**config.mk**
```make
export PLATFORM = sky130hd
export DESIGN_NAME = lru_page_replacement
export DESIGN_NICKNAME = d
export VERILOG_FILES = /design/src/hdl/lru_pkg.sv /design/src/hdl/lru_frame_ram.sv /design/src/hdl/lru_engine.sv /design/src/hdl/lru_page_replacement.sv
export SDC_FILE = /design/constraint.sdc
export NUM_CORES = 1
export LEC_CHECK = 0
export ABC_AREA = 1
export BUFFER_PORTS_ARGS = -buffer_cell sky130_fd_sc_hd__buf_4
export CORE_MARGIN = 1
export CORE_UTILIZATION = 30
export CTS_CLUSTER_DIAMETER = 200
export DETAILED_ROUTE_END_ITERATION = 10
export HOLD_SLACK_MARGIN = 0.08
export SLEW_MARGIN = 40
export SYNTH_ARGS = -nofsm -noshare
export SYNTH_HDL_FRONTEND = slang
export SYNTH_SLANG_ARGS = --single-unit
```
**constraint.sdc**
```tcl
create_clock -name clk -period 2.9 [get_ports clk]
set_input_delay 0.145 -clock clk [delete_from_list [all_inputs] [get_ports clk]]
set_output_delay 0.145 -clock clk [all_outputs]
set_load 0.05 [all_outputs]
```
**src/hdl/lru_pkg.sv**
```systemverilog
// Package for the LRU page replacement block: sizes, the frame memory entry,
// the memory write bundle, the sequencer states and the result record.
// No dependencies; used by lru_frame_ram, lru_engine and lru_page_replacement.
package lru_pkg;

  localparam int FRAMES     = 8;
  localparam int PAGE_BITS  = 16;
  localparam int IDX_BITS   = (FRAMES > 1) ? $clog2(FRAMES) : 1;
  localparam int CNT_BITS   = $clog2(FRAMES + 1);
  localparam int RANK_BITS  = IDX_BITS;
  localparam int LIM_BITS   = RANK_BITS + 1;
  localparam int CFG_BITS   = 4;
  localparam int FRAME_OUT_BITS = 3;
  localparam int FAULT_BITS = 16;

  localparam logic [FAULT_BITS-1:0] FAULT_MAX = {FAULT_BITS{1'b1}};
  localparam logic [RANK_BITS-1:0]  RANK_MAX  = RANK_BITS'(FRAMES - 1);
  localparam logic [CFG_BITS-1:0]   FRAMES_IN_USE_RESET = CFG_BITS'(4);

  typedef struct packed {
    logic [PAGE_BITS-1:0] page;
    logic [RANK_BITS-1:0] rank;
  } lru_entry_t;

  typedef struct packed {
    logic                en;
    logic [IDX_BITS-1:0] addr;
    lru_entry_t          data;
  } lru_ram_wr_t;

  typedef struct packed {
    logic                      hit;
    logic [FRAME_OUT_BITS-1:0] frame;
    logic [FAULT_BITS-1:0]     faults;
    logic                      last;
  } lru_result_t;

  typedef enum logic [1:0] {
    S_IDLE,
    S_SCAN,
    S_UPDATE,
    S_DONE
  } lru_state_t;

endpackage

```
**src/hdl/lru_frame_ram.sv**
```systemverilog
// Frame memory: one page number and one recency rank per frame.
// One write port and one registered read port. Depends on lru_pkg.
module lru_frame_ram (
  input  logic                         clk,
  input  logic                         rd_en,
  input  logic [lru_pkg::IDX_BITS-1:0] rd_addr,
  output lru_pkg::lru_entry_t          rd_data,
  input  lru_pkg::lru_ram_wr_t         wr
);

  lru_pkg::lru_entry_t mem [lru_pkg::FRAMES];

  always_ff @(posedge clk) begin
    if (wr.en) begin
      mem[wr.addr] <= wr.data;
    end
  end

  always_ff @(posedge clk) begin
    if (rd_en) begin
      rd_data <= mem[rd_addr];
    end
  end

endmodule

```
**src/hdl/lru_engine.sv**
```systemverilog
// Replacement sequencer: a search pass and an aging pass over the frame memory
// per reference, plus the valid bits and the fault counter.
// Depends on lru_pkg and lru_frame_ram.
module lru_engine (
  input  logic                           clk,
  input  logic                           rst,
  input  logic [lru_pkg::CNT_BITS-1:0]   frames_used,
  input  logic                           in_valid,
  output logic                           in_ready,
  input  logic [lru_pkg::PAGE_BITS-1:0]  in_page,
  input  logic                           in_last,
  output logic                           res_valid,
  input  logic                           res_ready,
  output lru_pkg::lru_result_t           res
);

  lru_pkg::lru_state_t state, state_next;

  logic [lru_pkg::CNT_BITS-1:0]  addr;
  logic [lru_pkg::CNT_BITS-1:0]  m;
  logic [lru_pkg::CNT_BITS-1:0]  last_idx;
  logic                          rd_en;
  logic                          rvalid;
  logic [lru_pkg::IDX_BITS-1:0]  idx_q;
  lru_pkg::lru_entry_t           rd_data;
  lru_pkg::lru_ram_wr_t          wr;

  logic [lru_pkg::PAGE_BITS-1:0] page;
  logic                          last;
  logic                          hit_found;
  logic [lru_pkg::IDX_BITS-1:0]  hit_f;
  logic [lru_pkg::RANK_BITS-1:0] hit_rank;
  logic                          empty_found;
  logic [lru_pkg::IDX_BITS-1:0]  empty_f;
  logic [lru_pkg::IDX_BITS-1:0]  old_f;
  logic [lru_pkg::RANK_BITS-1:0] oldest;
  logic [lru_pkg::FRAMES-1:0]    valid;
  logic [lru_pkg::FAULT_BITS-1:0] faults;
  logic [lru_pkg::FAULT_BITS-1:0] faults_new;

  logic                          at_last;
  logic                          scan_end;
  logic                          upd_end;
  logic                          cur_valid;
  logic [lru_pkg::IDX_BITS-1:0]  f_sel;
  logic [lru_pkg::LIM_BITS-1:0]  limit;

  lru_frame_ram u_ram (
    .clk     (clk),
    .rd_en   (rd_en),
    .rd_addr (addr[lru_pkg::IDX_BITS-1:0]),
    .rd_data (rd_data),
    .wr      (wr)
  );

  assign last_idx  = m - lru_pkg::CNT_BITS'(1);
  assign at_last   = rvalid && (lru_pkg::CNT_BITS'(idx_q) == last_idx);
  assign scan_end  = (state == lru_pkg::S_SCAN) && at_last;
  assign upd_end   = (state == lru_pkg::S_UPDATE) && at_last;
  assign cur_valid = valid[idx_q];

  // Frame chosen by the search pass and the age limit for the other frames.
  always_comb begin
    if (hit_found) begin
      f_sel = hit_f;
      limit = lru_pkg::LIM_BITS'(hit_rank);
    end else if (empty_found) begin
      f_sel = empty_f;
      limit = lru_pkg::LIM_BITS'(lru_pkg::FRAMES);
    end else begin
      f_sel = old_f;
      limit = lru_pkg::LIM_BITS'(oldest);
    end
  end

  assign faults_new = (hit_found || faults == lru_pkg::FAULT_MAX) ? faults
                                                                  : faults + 1'b1;

  // Write-back during the aging pass: the chosen frame becomes newest, and
  // valid frames younger than the limit grow one step older.
  always_comb begin
    wr.en        = 1'b0;
    wr.addr      = idx_q;
    wr.data.page = rd_data.page;
    wr.data.rank = rd_data.rank + 1'b1;
    if (rvalid && state == lru_pkg::S_UPDATE) begin
      if (idx_q == f_sel) begin
        wr.en        = 1'b1;
        wr.data.page = page;
        wr.data.rank = '0;
      end else if (cur_valid && (lru_pkg::LIM_BITS'(rd_data.rank) < limit) &&
                   (rd_data.rank != lru_pkg::RANK_MAX)) begin
        wr.en = 1'b1;
      end
    end
  end

  always_comb begin
    state_next = state;
    case (state)
      lru_pkg::S_IDLE: begin
        if (in_valid) state_next = lru_pkg::S_SCAN;
      end
      lru_pkg::S_SCAN: begin
        if (scan_end) state_next = lru_pkg::S_UPDATE;
      end
      lru_pkg::S_UPDATE: begin
        if (upd_end) state_next = lru_pkg::S_DONE;
      end
      lru_pkg::S_DONE: begin
        if (res_ready) state_next = lru_pkg::S_IDLE;
      end
      default: state_next = lru_pkg::S_IDLE;
    endcase
  end

  always_comb begin
    in_ready  = 1'b0;
    res_valid = 1'b0;
    rd_en     = 1'b0;
    case (state)
      lru_pkg::S_IDLE:   in_ready  = 1'b1;
      lru_pkg::S_SCAN:   rd_en     = (addr < m);
      lru_pkg::S_UPDATE: rd_en     = (addr < m);
      lru_pkg::S_DONE:   res_valid = 1'b1;
      default: begin
        in_ready = 1'b0;
      end
    endcase
  end

  always_ff @(posedge clk) begin
    if (rst) begin
      state  <= lru_pkg::S_IDLE;
      rvalid <= 1'b0;
      addr   <= '0;
      valid  <= '0;
      faults <= '0;
    end else begin
      state  <= state_next;
      rvalid <= rd_en;
      if (in_valid && in_ready) begin
        addr <= '0;
      end else if (scan_end) begin
        addr <= '0;
      end else if (rd_en) begin
        addr <= addr + 1'b1;
      end
      // The end of a string empties every frame and restarts the count.
      if (upd_end && last) begin
        valid  <= '0;
        faults <= '0;
      end else begin
        if (wr.en && idx_q == f_sel) begin
          valid[f_sel] <= 1'b1;
        end
        if (upd_end) begin
          faults <= faults_new;
        end
      end
    end
  end

  always_ff @(posedge clk) begin
    if (rd_en) begin
      idx_q <= addr[lru_pkg::IDX_BITS-1:0];
    end
    if (in_valid && in_ready) begin
      page        <= in_page;
      last        <= in_last;
      m           <= frames_used;
      hit_found   <= 1'b0;
      empty_found <= 1'b0;
    end
    if (rvalid && state == lru_pkg::S_SCAN) begin
      if (cur_valid && rd_data.page == page && !hit_found) begin
        hit_found <= 1'b1;
        hit_f     <= idx_q;
        hit_rank  <= rd_data.rank;
      end
      if (!cur_valid && !empty_found) begin
        empty_found <= 1'b1;
        empty_f     <= idx_q;
      end
      if (idx_q == '0 || rd_data.rank > oldest) begin
        old_f  <= idx_q;
        oldest <= rd_data.rank;
      end
    end
    if (upd_end) begin
      res.hit    <= hit_found;
      res.frame  <= lru_pkg::FRAME_OUT_BITS'(f_sel);
      res.faults <= faults_new;
      res.last   <= last;
    end
  end

endmodule

```
**src/hdl/lru_page_replacement.sv**
```systemverilog
// Top level of the LRU page replacement block: configuration register,
// output register and the replacement sequencer. Depends on lru_pkg and lru_engine.
//
// Usage. Each beat on the s_axis channel is one page reference: tdata carries
// the page number and tlast marks the final reference of a string. Each
// reference yields exactly one beat on the m_axis channel: tuser is the hit
// flag, tdata the frame that was hit or filled and the running fault total,
// and tlast echoes the end-of-string mark. After a result with tlast set, all
// frames are empty and the fault total is back to zero.
// The user writes frames_in_use through cfg_wr_en / cfg_wr_data while no reference is
// in flight, not enforced by the block; zero acts as one frame, above eight as eight.
// Timing. With m frames in use, a reference runs from accept to the next accept
// through one search pass and one aging pass over the m frames in the frame
// memory, one frame per cycle over its single read port, plus an accept state
// and a handoff state. The sequencer registers the result as the aging pass
// ends and passes it on to the output register. When the receiver stalls, the
// result waits in the output register and the block still accepts and processes
// the next reference; it then holds that one until the output register frees up.
// Reset clears every valid bit and the fault counter at once (no clearing
// pass) and sets frames_in_use to four.
module lru_page_replacement (
  input  logic        clk,
  input  logic        rst,
  input  logic        s_axis_tvalid,
  output logic        s_axis_tready,
  input  logic [15:0] s_axis_tdata,   // [15:0] page_number
  input  logic        s_axis_tlast,   // last_reference
  output logic        m_axis_tvalid,
  input  logic        m_axis_tready,
  output logic [23:0] m_axis_tdata,   // [2:0] frame_index, [18:3] fault_count, rest zero
  output logic [0:0]  m_axis_tuser,   // [0] hit
  output logic        m_axis_tlast,   // last_result
  input  logic        cfg_wr_en,
  input  logic [3:0]  cfg_wr_data     // frames_in_use
);

  logic [lru_pkg::CFG_BITS-1:0] frames_in_use;
  logic [lru_pkg::CNT_BITS-1:0] frames_used;
  logic                         eng_res_valid;
  logic                         eng_res_ready;
  lru_pkg::lru_result_t         eng_res;
  lru_pkg::lru_result_t         out_res;
  logic                         out_valid;

  // The configuration register takes every write; the clamp is applied here.
  always_ff @(posedge clk) begin
    if (rst) begin
      frames_in_use <= lru_pkg::FRAMES_IN_USE_RESET;
    end else if (cfg_wr_en) begin
      frames_in_use <= cfg_wr_data;
    end
  end

  always_comb begin
    if (frames_in_use == '0) begin
      frames_used = lru_pkg::CNT_BITS'(1);
    end else if (int'(frames_in_use) > lru_pkg::FRAMES) begin
      frames_used = lru_pkg::CNT_BITS'(lru_pkg::FRAMES);
    end else begin
      frames_used = lru_pkg::CNT_BITS'(frames_in_use);
    end
  end

  lru_engine u_engine (
    .clk         (clk),
    .rst         (rst),
    .frames_used (frames_used),
    .in_valid    (s_axis_tvalid),
    .in_ready    (s_axis_tready),
    .in_page     (s_axis_tdata[lru_pkg::PAGE_BITS-1:0]),
    .in_last     (s_axis_tlast),
    .res_valid   (eng_res_valid),
    .res_ready   (eng_res_ready),
    .res         (eng_res)
  );

  // Output register: loads whenever it is empty or its beat is being taken.
  assign eng_res_ready = !out_valid || m_axis_tready;

  always_ff @(posedge clk) begin
    if (rst) begin
      out_valid <= 1'b0;
    end else if (eng_res_ready) begin
      out_valid <= eng_res_valid;
    end
  end

  always_ff @(posedge clk) begin
    if (eng_res_valid && eng_res_ready) begin
      out_res <= eng_res;
    end
  end

  assign m_axis_tvalid = out_valid;
  assign m_axis_tdata  = {5'b0, out_res.faults, out_res.frame};
  assign m_axis_tuser  = out_res.hit;
  assign m_axis_tlast  = out_res.last;

  // A reference is taken only when the sequencer is free, so ready drops
  // right after every accepted beat.
  a_one_in_flight: assert property (@(posedge clk) disable iff (rst)
    s_axis_tvalid && s_axis_tready |=> !s_axis_tready)
    else $error("reference accepted while the previous one is in flight");

  // Every page fault counts itself, so a fault result never shows a zero total.
  a_fault_counted: assert property (@(posedge clk) disable iff (rst)
    m_axis_tvalid && !m_axis_tuser[0] |-> m_axis_tdata[18:3] != 16'd0)
    else $error("page fault reported with a zero fault total");

  // The sequencer holds its result until the output register can take it.
  a_result_held: assert property (@(posedge clk) disable iff (rst)
    eng_res_valid && !eng_res_ready |=> eng_res_valid && $stable(eng_res))
    else $error("sequencer result dropped or changed while stalled");

endmodule
```
==> run summary <==
Yosys top cell area share - 61.9%
die width - 204 um
Initial Utilization - 30.6%
Final #Nets - 1,257
die area - 41,600 um^2
critical path peak fanout - 13
Final Setup Violations - 0
Residual DRC - 0
Reg clk slew, reported paths - 0.06 ns
GRT Overall Usage - 12.9%
crit path buf inv count - 3
minimum clock period - 2.56 ns
Detailed Route Iter0 Violations - 591
first-pass GRT wire length - 42,200 um
detailed-route wire length per cell - 15.1 um
top-count cell post-synth - edfxtp_1
vias in the first global route - 7,842
Critical Path End Type - register
antenna-violating nets left - 0
CTS tree - done
TritonCTS Buffers - 30
post-place instance area - 13,400 um^2
Net Sw Power - 3930 uW
asr flop ratio synth - 0%
Placement Rows - 73
H-tree depth - 1
Placer Congestion - 0.838
#FFs+latches synth - 290
unrepaired setup endpoints after global routing - no
final period utilization - 88.3%
Int Pwr - 8650 uW
predominant post-synthesis flop cell - edfxtp_1
Util after Layout - 36.9%
final hold vios - 0
# diodes - 0
Worst Path Required - 3.22 ns
Max-slew headroom - 45.7%
Filler cells - 3,869
Gate power share - 22.2%
cell taking the most area after synthesis - edfxtp_1
Cell Pwr Density - 853 nW/um^2
Clk Latency, worst-skew pair - 0.59 ns
part of the Yosys area used for sequential elements - 68.1%
P&R area growth vs syn - 20.7%
Setup TNS Final - 0 ns
Leakage - 0.00546 uW
register share of total power - 45.3%
critical path launch point type - register
Max VDD drop - 0.000483 V
mapped cell area - 12,200 um^2
grt total ovfl - 0
Worst path slowest cell - dfxtp_1
Crit path max-delay family - simple AND/OR/NAND/NOR gates
critical path class - reg2reg
Design Area, Final - 14,800 um^2
Clock Tree Root - clkbuf_16
Slew @ Worst Pin - 0.814 ns
Yosys warning count - 0
R2R Path Start - u_engine.hit_found
status - finished, final reports clean
post-CTS sizing - 0
initial antenna violation count - 0
Syn Area/Cell - 10.9 um^2
Post-Route WL - 26,700 um
die height - 204 um
FF-to-FF path depth - 9
Distinct cells, synth - 37
via count - 8,182
clock power share - 32.6%
Tightest Hold Check Type - in2reg
CP peak stage delay - 0.64 ns
top cells by area, synth - edfxtp_1 62%, nor2_1 7.0%, dfxtp_1 6.2%
Setup crit start - u_engine.hit_found
maximum capacitance violations - 0
HP Start - s_axis_tdata[12]
WHS Path Cells - 2
final slew viol count - 0
share of cells above drive strength 1 - 13.2%
largest net degree at the start of global routing - 78
First-pass DRT Iterations - 5
Net Sw Frac - 31.2%
Via density - 4.64
EDFF count, synth - 252
Fmax achieved - 0.390 GHz
Worst Skew - 0.0232 ns
clock buffer depth - 3
Mapped Cells - 1,120
Critical Path AT - 2.88 ns
# IOs - 54
commonest cells in the netlist - 252 x edfxtp_1, 227 x nor2_1, 179 x nand2_1
core area - 40,000 um^2
CP Depth - 9
Final HPWL DP - 16,200 um
Clock Sink Count - 290
IO buf count - 48
CP cell instances - inv_2 -> nand3_1 -> nand3_2 -> o21bai_2 -> nor2_8 -> nand2_4 -> inv_4 -> buf_4 -> nor2_1
==> state kept, by name, indices dropped and copies added (netlist names), 2 cells and up <==
| register | cells |
|---|---|
| u_engine.page | 16 |
| u_engine.empty_f | 3 |
| u_engine.res | 21 |
| frames_in_use | 4 |
| u_engine.oldest | 3 |
| u_engine.state | 2 |
| u_engine.hit_rank | 3 |
| u_engine.u_ram.rd_data | 19 |
| u_engine.old_f | 3 |
| u_engine.hit_f | 3 |
| u_engine.idx_q | 3 |
| m_axis_tdata | 19 |
| u_engine.faults | 16 |
| u_engine.addr | 4 |
| u_engine.u_ram.mem | 152 |
| u_engine.m | 4 |
| u_engine.valid | 8 |
==> cells in the final DEF, fill, tap and decap left out, types with 3 or more instances in the layout <==
master,instances
a21oi_1,23
a31oi_1,19
buf_12,9
buf_4,66
bufinv_16,5
clkbuf_16,30
clkbuf_8,3
clkinv_1,3
clkinv_2,3
clkinvlp_4,5
conb_1,5
dfxtp_1,37
dlygate4sd3_1,32
edfxtp_1,252
ha_1,17
inv_1,72
inv_2,4
nand2_1,179
nand2_2,11
nand3_1,51
nand4_1,8
nor2_1,219
nor2_2,9
o21ai_0,100
o21ai_1,13
o22ai_1,20
xnor2_1,7
xor2_1,11
==> worst paths after layout <==
kind,endpoint,slack (ns)
setup / recovery,u_engine.u_ram.mem[1][0],0.34
hold / removal,u_engine.page[12],0.28
setup reg to reg,u_engine.u_ram.mem[1][0],0.34
hold reg to reg,m_axis_tdata[17],0.42
==> power by group through the flow <==
stage	logic (uW)	clock network [uW]	registers (uW)
2_1_floorplan	1860	0	5750
3_3_place_gp	2700	0	5770
3_5_place_dp	2790	0	5770
4_1_cts	2830	4190	5700
5_1_grt	3140	4320	5740
6_report	2790	4090	5690
==> cell type report <==
class                           count  area [um^2]  area share [%]
Inverter                           77          292            1.98
Clock buffer                       35          800            5.42
Multi-Input combinational cell    708         3400            23.0
Sequential cell                   290         8330            56.5
Timing Repair Buffer              107          996            6.75
Tap cell                          525          657            4.45
Clock inverter                     21          279            1.89
==> layer usage <==
metal	vias up	track usage (%)	routed length [um]	part of all wire (%)
li1	4029	-	-	-
met2	152	22.5	13000	49
met4	0	4.56	776	2.9
met1	3950	16.2	11900	44
met3	51	2.02	1040	3.9
met5	-	0	0	0
==> through the flow <==
| step | hold slack, ns | worst slack (ns) | std cells | power (uW) |
|---|---|---|---|---|
| 3_3_place_gp | 0.324 | 0.534 | 1675 | 8470 |
| 2_1_floorplan | 0.214 | 0.258 | 1124 | 7610 |
| 3_5_place_dp | 0.325 | 0.367 | 1675 | 8560 |
| 5_1_grt | 0.272 | 0.160 | 1763 | 13200 |
| 4_1_cts | 0.248 | 0.370 | 1763 | 12700 |
| 6_report | 0.280 | 0.338 | 1763 | 12600 |
==> cells by family (layout without fill, tap and decap cells) <==
kind of cell	after synthesis	in the layout	synth area share, %
AND/OR/NAND/NOR	487	487	16.5
XOR/XNOR	18	18	1.29
flip-flops	290	290	68.1
other	1	5	0.0307
buffers and inverters	126	240	4.40
adder cells (fa/ha/maj)	17	17	1.74
AO/OA/AOI/OAI	181	181	7.95
==> what timing repair did <==
action,in CTS,in global routing
setup buffers,0,0
endpoints found under the hold margin,30,0
hold buffers,32,0
No activity file was read; power rests on OpenSTA's default activity.
